**src/rtl/primitive_assembler_defines.svh**
```systemverilog
// ---------------------------------------------------------------------------
// primitive_assembler_defines
// Assertion macros used by the primitive assembler RTL.
// ---------------------------------------------------------------------------
`ifndef PRIMITIVE_ASSEMBLER_DEFINES_SVH
`define PRIMITIVE_ASSEMBLER_DEFINES_SVH

// Same-cycle implication, disabled while reset is high.
`define PA_ASSERT_NOW(label, clk, rst, ante, cons, msg) \
   label: assert property (@(posedge clk) disable iff (rst) (ante) |-> (cons)) \
      else $error(msg);

// Next-cycle implication, disabled while reset is high.
`define PA_ASSERT_NEXT(label, clk, rst, ante, cons, msg) \
   label: assert property (@(posedge clk) disable iff (rst) (ante) |=> (cons)) \
      else $error(msg);

`endif

```
**src/rtl/pa_pkg.sv**
```systemverilog
// ---------------------------------------------------------------------------
// pa_pkg
// Types and codes of the primitive assembler.
// ---------------------------------------------------------------------------
package pa_pkg;

   // Width of a vertex handle on the ports, and the part of it that is kept.
   localparam int VID_W    = 16;
   localparam int ID_WIDTH = 16;
   localparam int SLOT_W   = (ID_WIDTH < VID_W) ? ID_WIDTH : VID_W;

   localparam logic [1:0] REQ_BEGIN  = 2'd0;
   localparam logic [1:0] REQ_VERTEX = 2'd1;
   localparam logic [1:0] REQ_END    = 2'd2;

   localparam logic [3:0] MODE_POINTS = 4'd0;
   localparam logic [3:0] MODE_LINES  = 4'd1;
   localparam logic [3:0] MODE_LOOP   = 4'd2;
   localparam logic [3:0] MODE_LSTRIP = 4'd3;
   localparam logic [3:0] MODE_TRIS   = 4'd4;
   localparam logic [3:0] MODE_TSTRIP = 4'd5;
   localparam logic [3:0] MODE_FAN    = 4'd6;

   localparam logic [1:0] KIND_NONE  = 2'd0;
   localparam logic [1:0] KIND_POINT = 2'd1;
   localparam logic [1:0] KIND_LINE  = 2'd2;
   localparam logic [1:0] KIND_TRI   = 2'd3;

   localparam logic [1:0] ERR_NONE = 2'd0;
   localparam logic [1:0] ERR_OP   = 2'd1;
   localparam logic [1:0] ERR_ENUM = 2'd2;

   typedef logic [SLOT_W-1:0] slot_type;

   typedef struct packed {
      logic [1:0]       req_type;
      logic [3:0]       prim_mode;
      logic [VID_W-1:0] vertex_id;
   } pa_req_type;

   typedef struct packed {
      logic [1:0]       draw_kind;
      logic [VID_W-1:0] first_vertex;
      logic [VID_W-1:0] second_vertex;
      logic [VID_W-1:0] third_vertex;
      logic [1:0]       error_code;
   } pa_rsp_type;

   // Zero-extend a kept handle back to port width.
   function automatic logic [VID_W-1:0] to_vid(input slot_type s);
      logic [VID_W-1:0] r;
      r = '0;
      r[SLOT_W-1:0] = s;
      return r;
   endfunction

endpackage

```
**src/rtl/primitive_assembler.sv**
```systemverilog
// ---------------------------------------------------------------------------
// primitive_assembler
// Begin / vertex / end primitive assembly into point, line and triangle items.
// ---------------------------------------------------------------------------
// Takes one request item per cycle while req_ready is high and returns
// exactly one result item for each, in order, in the cycle after acceptance.
// The assembly state (open flag, mode, slot fill, vertex count and three
// handle slots) is updated at the edge that accepts the request; the result
// sits in a single output register that is refilled in the same cycle it is
// taken, so throughput is one item per clock while rsp_ready stays high.
// req_ready drops only while a result is held and not being taken.
module primitive_assembler
   import pa_pkg::*;
(
   input  logic       clock,
   input  logic       reset,
   input  logic       req_valid,
   output logic       req_ready,
   input  pa_req_type req_data,
   output logic       rsp_valid,
   input  logic       rsp_ready,
   output pa_rsp_type rsp_data
);

`include "primitive_assembler_defines.svh"

   logic       open_ff, open_in;
   logic [3:0] mode_ff, mode_in;
   logic [1:0] fill_ff, fill_in;
   logic [1:0] capped_ff, capped_in;
   logic       parity_ff, parity_in;
   slot_type   slot_ff [3];
   slot_type   slot_in [3];
   logic       rsp_valid_ff;
   pa_rsp_type rsp_data_ff, rsp_in;

   logic       req_fire;
   slot_type   id_kept;
   slot_type   wslot [3];
   logic [1:0] n;
   logic [1:0] n_next;

   assign req_ready = !rsp_valid_ff || rsp_ready;
   assign req_fire  = req_valid && req_ready;
   assign rsp_valid = rsp_valid_ff;
   assign rsp_data  = rsp_data_ff;
   assign id_kept   = req_data.vertex_id[SLOT_W-1:0];

   // Slot to fill, and the slots with the new handle written in.
   assign n      = (fill_ff == 2'd3) ? 2'd0 : fill_ff;
   assign n_next = n + 2'd1;

   always_comb begin
      wslot = slot_ff;
      case (n)
         2'd1:    wslot[1] = id_kept;
         2'd2:    wslot[2] = id_kept;
         default: wslot[0] = id_kept;
      endcase
   end

   always_comb begin
      open_in   = open_ff;
      mode_in   = mode_ff;
      fill_in   = fill_ff;
      capped_in = capped_ff;
      parity_in = parity_ff;
      slot_in   = slot_ff;
      rsp_in    = '0;

      unique case (req_data.req_type)
         REQ_BEGIN: begin
            if (open_ff) begin
               rsp_in.error_code = ERR_OP;
            end else begin
               open_in   = 1'b1;
               mode_in   = req_data.prim_mode;
               fill_in   = 2'd0;
               capped_in = 2'd0;
               parity_in = 1'b0;
            end
         end
         REQ_VERTEX: begin
            if (!open_ff) begin
               rsp_in.error_code = ERR_OP;
            end else begin
               capped_in = (capped_ff == 2'd3) ? 2'd3 : capped_ff + 2'd1;
               parity_in = !parity_ff;
               slot_in   = wslot;
               fill_in   = n_next;
               unique case (mode_ff) inside
                  MODE_POINTS: begin
                     rsp_in.draw_kind    = KIND_POINT;
                     rsp_in.first_vertex = to_vid(wslot[0]);
                     fill_in             = 2'd0;
                  end
                  MODE_LINES: begin
                     if (n_next == 2'd2) begin
                        rsp_in.draw_kind     = KIND_LINE;
                        rsp_in.first_vertex  = to_vid(wslot[0]);
                        rsp_in.second_vertex = to_vid(wslot[1]);
                        fill_in              = 2'd0;
                     end
                  end
                  MODE_LOOP, MODE_LSTRIP: begin
                     // slot 2 keeps the loop's first vertex for the close
                     if (n_next == 2'd1) begin
                        slot_in[2] = wslot[0];
                     end else if (n_next == 2'd2) begin
                        rsp_in.draw_kind     = KIND_LINE;
                        rsp_in.first_vertex  = to_vid(wslot[0]);
                        rsp_in.second_vertex = to_vid(wslot[1]);
                        slot_in[0]           = wslot[1];
                        fill_in              = 2'd1;
                     end
                  end
                  MODE_TRIS: begin
                     if (n_next == 2'd3) begin
                        rsp_in.draw_kind     = KIND_TRI;
                        rsp_in.first_vertex  = to_vid(wslot[0]);
                        rsp_in.second_vertex = to_vid(wslot[1]);
                        rsp_in.third_vertex  = to_vid(wslot[2]);
                        fill_in              = 2'd0;
                     end
                  end
                  MODE_TSTRIP: begin
                     if (capped_in == 2'd3) begin
                        if (n_next == 2'd3) begin
                           fill_in = 2'd0;
                        end
                        rsp_in.draw_kind     = KIND_TRI;
                        rsp_in.second_vertex = to_vid(wslot[1]);
                        // even count reverses the winding
                        if (!parity_in) begin
                           rsp_in.first_vertex = to_vid(wslot[2]);
                           rsp_in.third_vertex = to_vid(wslot[0]);
                        end else begin
                           rsp_in.first_vertex = to_vid(wslot[0]);
                           rsp_in.third_vertex = to_vid(wslot[2]);
                        end
                     end
                  end
                  MODE_FAN: begin
                     if (n_next == 2'd3) begin
                        rsp_in.draw_kind     = KIND_TRI;
                        rsp_in.first_vertex  = to_vid(wslot[0]);
                        rsp_in.second_vertex = to_vid(wslot[1]);
                        rsp_in.third_vertex  = to_vid(wslot[2]);
                        slot_in[1]           = wslot[2];
                        fill_in              = 2'd2;
                     end
                  end
                  default: begin
                     rsp_in.error_code = ERR_ENUM;
                     fill_in           = 2'd0;
                  end
               endcase
            end
         end
         REQ_END: begin
            if (!open_ff) begin
               rsp_in.error_code = ERR_OP;
            end else begin
               if (mode_ff == MODE_LOOP && capped_ff == 2'd3) begin
                  rsp_in.draw_kind     = KIND_LINE;
                  rsp_in.first_vertex  = to_vid(slot_ff[0]);
                  rsp_in.second_vertex = to_vid(slot_ff[2]);
               end
               open_in = 1'b0;
            end
         end
         default: begin
         end
      endcase
   end

   always_ff @(posedge clock) begin
      if (reset) begin
         open_ff   <= 1'b0;
         mode_ff   <= MODE_POINTS;
         fill_ff   <= 2'd0;
         capped_ff <= 2'd0;
         parity_ff <= 1'b0;
      end else if (req_fire) begin
         open_ff   <= open_in;
         mode_ff   <= mode_in;
         fill_ff   <= fill_in;
         capped_ff <= capped_in;
         parity_ff <= parity_in;
      end
   end

   always_ff @(posedge clock) begin
      if (req_fire) begin
         slot_ff     <= slot_in;
         rsp_data_ff <= rsp_in;
      end
   end

   always_ff @(posedge clock) begin
      if (reset) begin
         rsp_valid_ff <= 1'b0;
      end else if (req_fire) begin
         rsp_valid_ff <= 1'b1;
      end else if (rsp_ready) begin
         rsp_valid_ff <= 1'b0;
      end
   end

   `PA_ASSERT_NOW(a_fill_range, clock, reset, 1'b1, fill_ff != 2'd3, "fill count reached 3")

   `PA_ASSERT_NOW(a_parity_tracks, clock, reset, capped_ff != 2'd3, parity_ff == capped_ff[0], "parity out of step with count")

   `PA_ASSERT_NOW(a_draw_no_err, clock, reset, rsp_valid_ff && rsp_data_ff.draw_kind != KIND_NONE, rsp_data_ff.error_code == ERR_NONE, "draw item carries an error")

   `PA_ASSERT_NEXT(a_stray_vertex, clock, reset, req_fire && req_data.req_type == REQ_VERTEX && !open_ff, rsp_valid_ff && rsp_data_ff.error_code == ERR_OP && !open_ff, "vertex outside begin not flagged")

endmodule

```
**config.mk**
```make
export PLATFORM = sky130hd
export DESIGN_NAME = primitive_assembler
export DESIGN_NICKNAME = d
export VERILOG_FILES = /design/src/rtl/pa_pkg.sv /design/src/rtl/primitive_assembler.sv
export VERILOG_INCLUDE_DIRS = /design/src /design/src/rtl
export SDC_FILE = /design/constraint.sdc
export NUM_CORES = 1
export LEC_CHECK = 0
export BUFFER_PORTS_ARGS = -buffer_cell sky130_fd_sc_hd__buf_2
export CAP_MARGIN = 20
export CORE_ASPECT_RATIO = 0.5
export CORE_MARGIN = 4
export CORE_UTILIZATION = 51
export CTS_BUF_LIST = sky130_fd_sc_hd__clkbuf_2 sky130_fd_sc_hd__clkbuf_4 sky130_fd_sc_hd__clkbuf_8
export DETAILED_ROUTE_END_ITERATION = 6
export GPL_ROUTABILITY_DRIVEN = 1
export PLACE_DENSITY = 0.72
export SLEW_MARGIN = 20
export SYNTH_ARGS = -nofsm -noshare
export SYNTH_HDL_FRONTEND = slang
export SYNTH_SLANG_ARGS = --single-unit
```
**constraint.sdc**
```tcl
create_clock -name clock -period 8.6 [get_ports clock]
set_input_delay 1.72 -clock clock [delete_from_list [all_inputs] [get_ports clock]]
set_output_delay 1.72 -clock clock [all_outputs]
set_load 0.02 [all_outputs]
```
==> out/summary.txt <==
Status -> finished, final reports clean
Core area -> 11400 sq um
Max IR drop VDD -> 0.0000666 V
Slew Viols, Final -> 0
Crit path kind -> input pin to output pin
Latest clock arrival within the worst-skew pair -> 0.37 ns
Final nets -> 639
CTS buffer count -> 9
DIE WIDTH -> 163 microns
Die Height -> 85.5 microns
Largest net degree at the start of global routing -> 56
Drt wl/cell -> 19.3 microns
Hold WS -> 0.527 ns
Multi-input gate area -> 2700 sq um
# fillers -> 994
N_diodes -> 0
Drt first pass iters -> 5
Post-Syn Area -> 6130 sq um
Power Internal -> 0.760 mW
Vias in the first global route -> 4510
Utilization after layout -> 59.9%
Post-synthesis mux area share -> 16.0%
Rel. slew slack -> 30.7%
Antenna violations before repair -> 0
I/O pin count -> 80
GPL Wtd Cong -> 0.853
GRT Resource Usage Total -> 21.9%
Compound-Gate Fraction of Synth Area -> 13.8%
Clk pin slew, worst setup/hold paths -> 0.10 ns
Worst setup EP type -> output pin
Clock buffer depth -> 2
Worst-path fanout max -> 6
F_max -> 0.255 GHz
CTS tree -> built
GRT overflow -> 0
Clk_skew -> 0.00929 ns
Final ANT Viol Nets -> 0
Layout area overhead -> 11.0%
CP arrival -> 2.20 ns
Initial core utilization -> 54.0%
Clock root buffer -> clkbuf_8
R2R setup slack -> 5.27 ns
Tmin final -> 3.92 ns
Post-CTS sizing -> 0
First-pass GRT wire length -> 24.0 mm
PwrDens -> 147 nW/um^2
Least-Margin Pin Slew -> 1.04 ns
Synth Register Bits -> 111
Register area -> 3220 sq um
Post-synth ARST share -> 0%
Starting DRC count in detailed routing -> 408
Routed wire length -> 14.8 mm
Die ar. -> 13900 sq um
Synth Area in Adders -> 1.63%
Primary FF master, synth -> edfxtp_1
Hold_buf cts -> 0
Final hold viol count -> 0
Final WS setup -> 4.68 ns
Static leakage -> 2.62 nW
Main combinational cell family by area after synthesis -> multiplexers
Number of synthesized flops with an enable pin -> 100
H-Tree Depth -> 3
Seq pwr share -> 60.5%
Clock Sinks -> 111
Setup TNS -> 0 ns
Sw Ratio -> 24.0%
Ratio of cells with drive above 1 in the final layout -> 18.4%
Endpoints failing setup -> 0
Synth top area share -> 49.0%
Vias per Instance -> 5.92
Clock share of power -> 31.0%
Via Count -> 4555
Post-CTS setup buffers -> 0
Largest cells by area after synthesis -> edfxtp_1 49%, mux2i_1 16%, nand2_1 3.7%, dfxtp_1 3.6%, a21oi_1 3.3%
Tcrit/Tclk final -> 45.6%
Synth warn -> 0
Dominant cell type by area after synthesis -> edfxtp_1
Combinational power share -> 8.5%
# Max-Cap Violations -> 0
RSZ-0062 raised after global routing -> false
Syn_nets -> 582
XOR/XNOR share of the synthesized area -> 0%
Critical Path RT -> 6.88 ns
Distinct cells, synth -> 48
DRC viols -> 0
# rows -> 27
HPWL reported at the end of detailed placement -> 9.26 mm
Switching Power -> 0.240 mW
CP Launch Type -> input pin
Sequential fraction of the synthesis area -> 52.6%
Hold Crit Class -> flop to flop
Post-synthesis cell count -> 548
Port bufs -> 79
Setup WS pre-CTS -> 4.31 ns
Syn Area/Cell -> 11.2 sq um
Simple-gate area share of the yosys netlist -> 12.3%
-- layout make-up --
type	count	share of cell area, %
repair buffers	87	6.75
clock buffers	9	1.82
inverters	10	0.552
multi-input cells	386	39.6
flip-flops and latches	111	47.4
well taps	159	2.92
clock inverters	7	0.938
-- sequential cells by signal (all words and copies together) (netlist names) --
register   cells
rsp_data      52
slot_ff       48
mode_ff        4
capped_ff      2
fill_ff        2
open_ff        1
parity_ff      1
rsp_valid      1
-- final timing paths --
check | to | startpoint | cells after the start
worst max-delay path | req_ready | rsp_ready | 3
worst min-delay path | capped_ff[0]$_SDFFE_PP0P_ | capped_ff[0]$_SDFFE_PP0P_ | 2
worst max register to register | rsp_data[18]$_DFFE_PP_ | fill_ff[0]$_SDFFE_PP0P_ | 7
worst min register to register | capped_ff[0]$_SDFFE_PP0P_ | capped_ff[0]$_SDFFE_PP0P_ | 2
-- layout by cell type (no fill, tap or decap), types with 9 or more instances in the layout --
master,Yosys,layout
edfxtp_1,100,100
mux2i_1,96,96
buf_2,13,79
nand2_1,60,60
a21oi_1,40,40
nor2_1,40,40
nor2b_1,18,18
a211oi_1,18,18
o31ai_1,18,18
o21a_1,15,15
o21ai_0,15,15
dfxtp_1,11,11
inv_1,10,10
clkbuf_8,0,9
-- power by group through the flow --
| stage | registers (mW) | logic, mW | clock network [mW] |
|---|---|---|---|
| detailed placement | 0.617 | 0.0832 | 0 |
| finish | 0.605 | 0.0845 | 0.310 |
| global placement | 0.617 | 0.0815 | 0 |
| global route | 0.607 | 0.0923 | 0.339 |
| CTS | 0.605 | 0.0837 | 0.316 |
| floorplan | 0.630 | 0.0391 | 0 |
-- per-layer routing --
layer	GRT usage [%]	up-vias	wire, microns
li1	-	2143	-
met1	30.7	2206	6730
met2	36.0	188	6880
met3	4.18	18	1050
met4	4.49	0	180
met5	0	-	0
-- stage by stage --
step | power, mW | instance area [sq um] | cells
CTS | 1.00 | 6790 | 768
global route | 1.04 | 6800 | 769
floorplan | 0.669 | 6130 | 548
finish | 1.00 | 6800 | 769
detailed placement | 0.701 | 6600 | 752
global placement | 0.699 | 6600 | 752
-- Yosys cell counts, types with 2 or more instances --
cell and n:
inv_1 10, o21a_1 15, nor3b_1 3, buf_6 2, nor2b_1 18, o21ai_1 5, a31oi_1 3, nand2_1 60
o31ai_1 18, buf_1 3, nand4b_1 2, nand3b_1 6, dfxtp_1 11, a21oi_1 40, clkbuf_1 22, mux2i_1 96
or3b_1 2, nor3_1 5, o21ai_0 15, nand3_1 3, and3_1 3, nor2_1 40, nand2b_1 3, a211oi_1 18
o21bai_1 2, mux2_2 2, o211ai_1 2, edfxtp_1 100, ha_1 8, buf_2 13
-- critical path, cell delays in order --
cell	delay [ns]
buf_2	0.09
nand2b_1	0.20
buf_2	0.19
-- logic make-up (layout without fill, tap and decap cells) --
kind of cell	count (synthesis)	after routing
and+or+nand+nor	154	154
adders and majority gates	8	8
muxes	98	98
buffers and inverters	51	113
AOI/OAI and AO/OA	126	126
DFF	111	111
(Power assumes the default switching activity.)
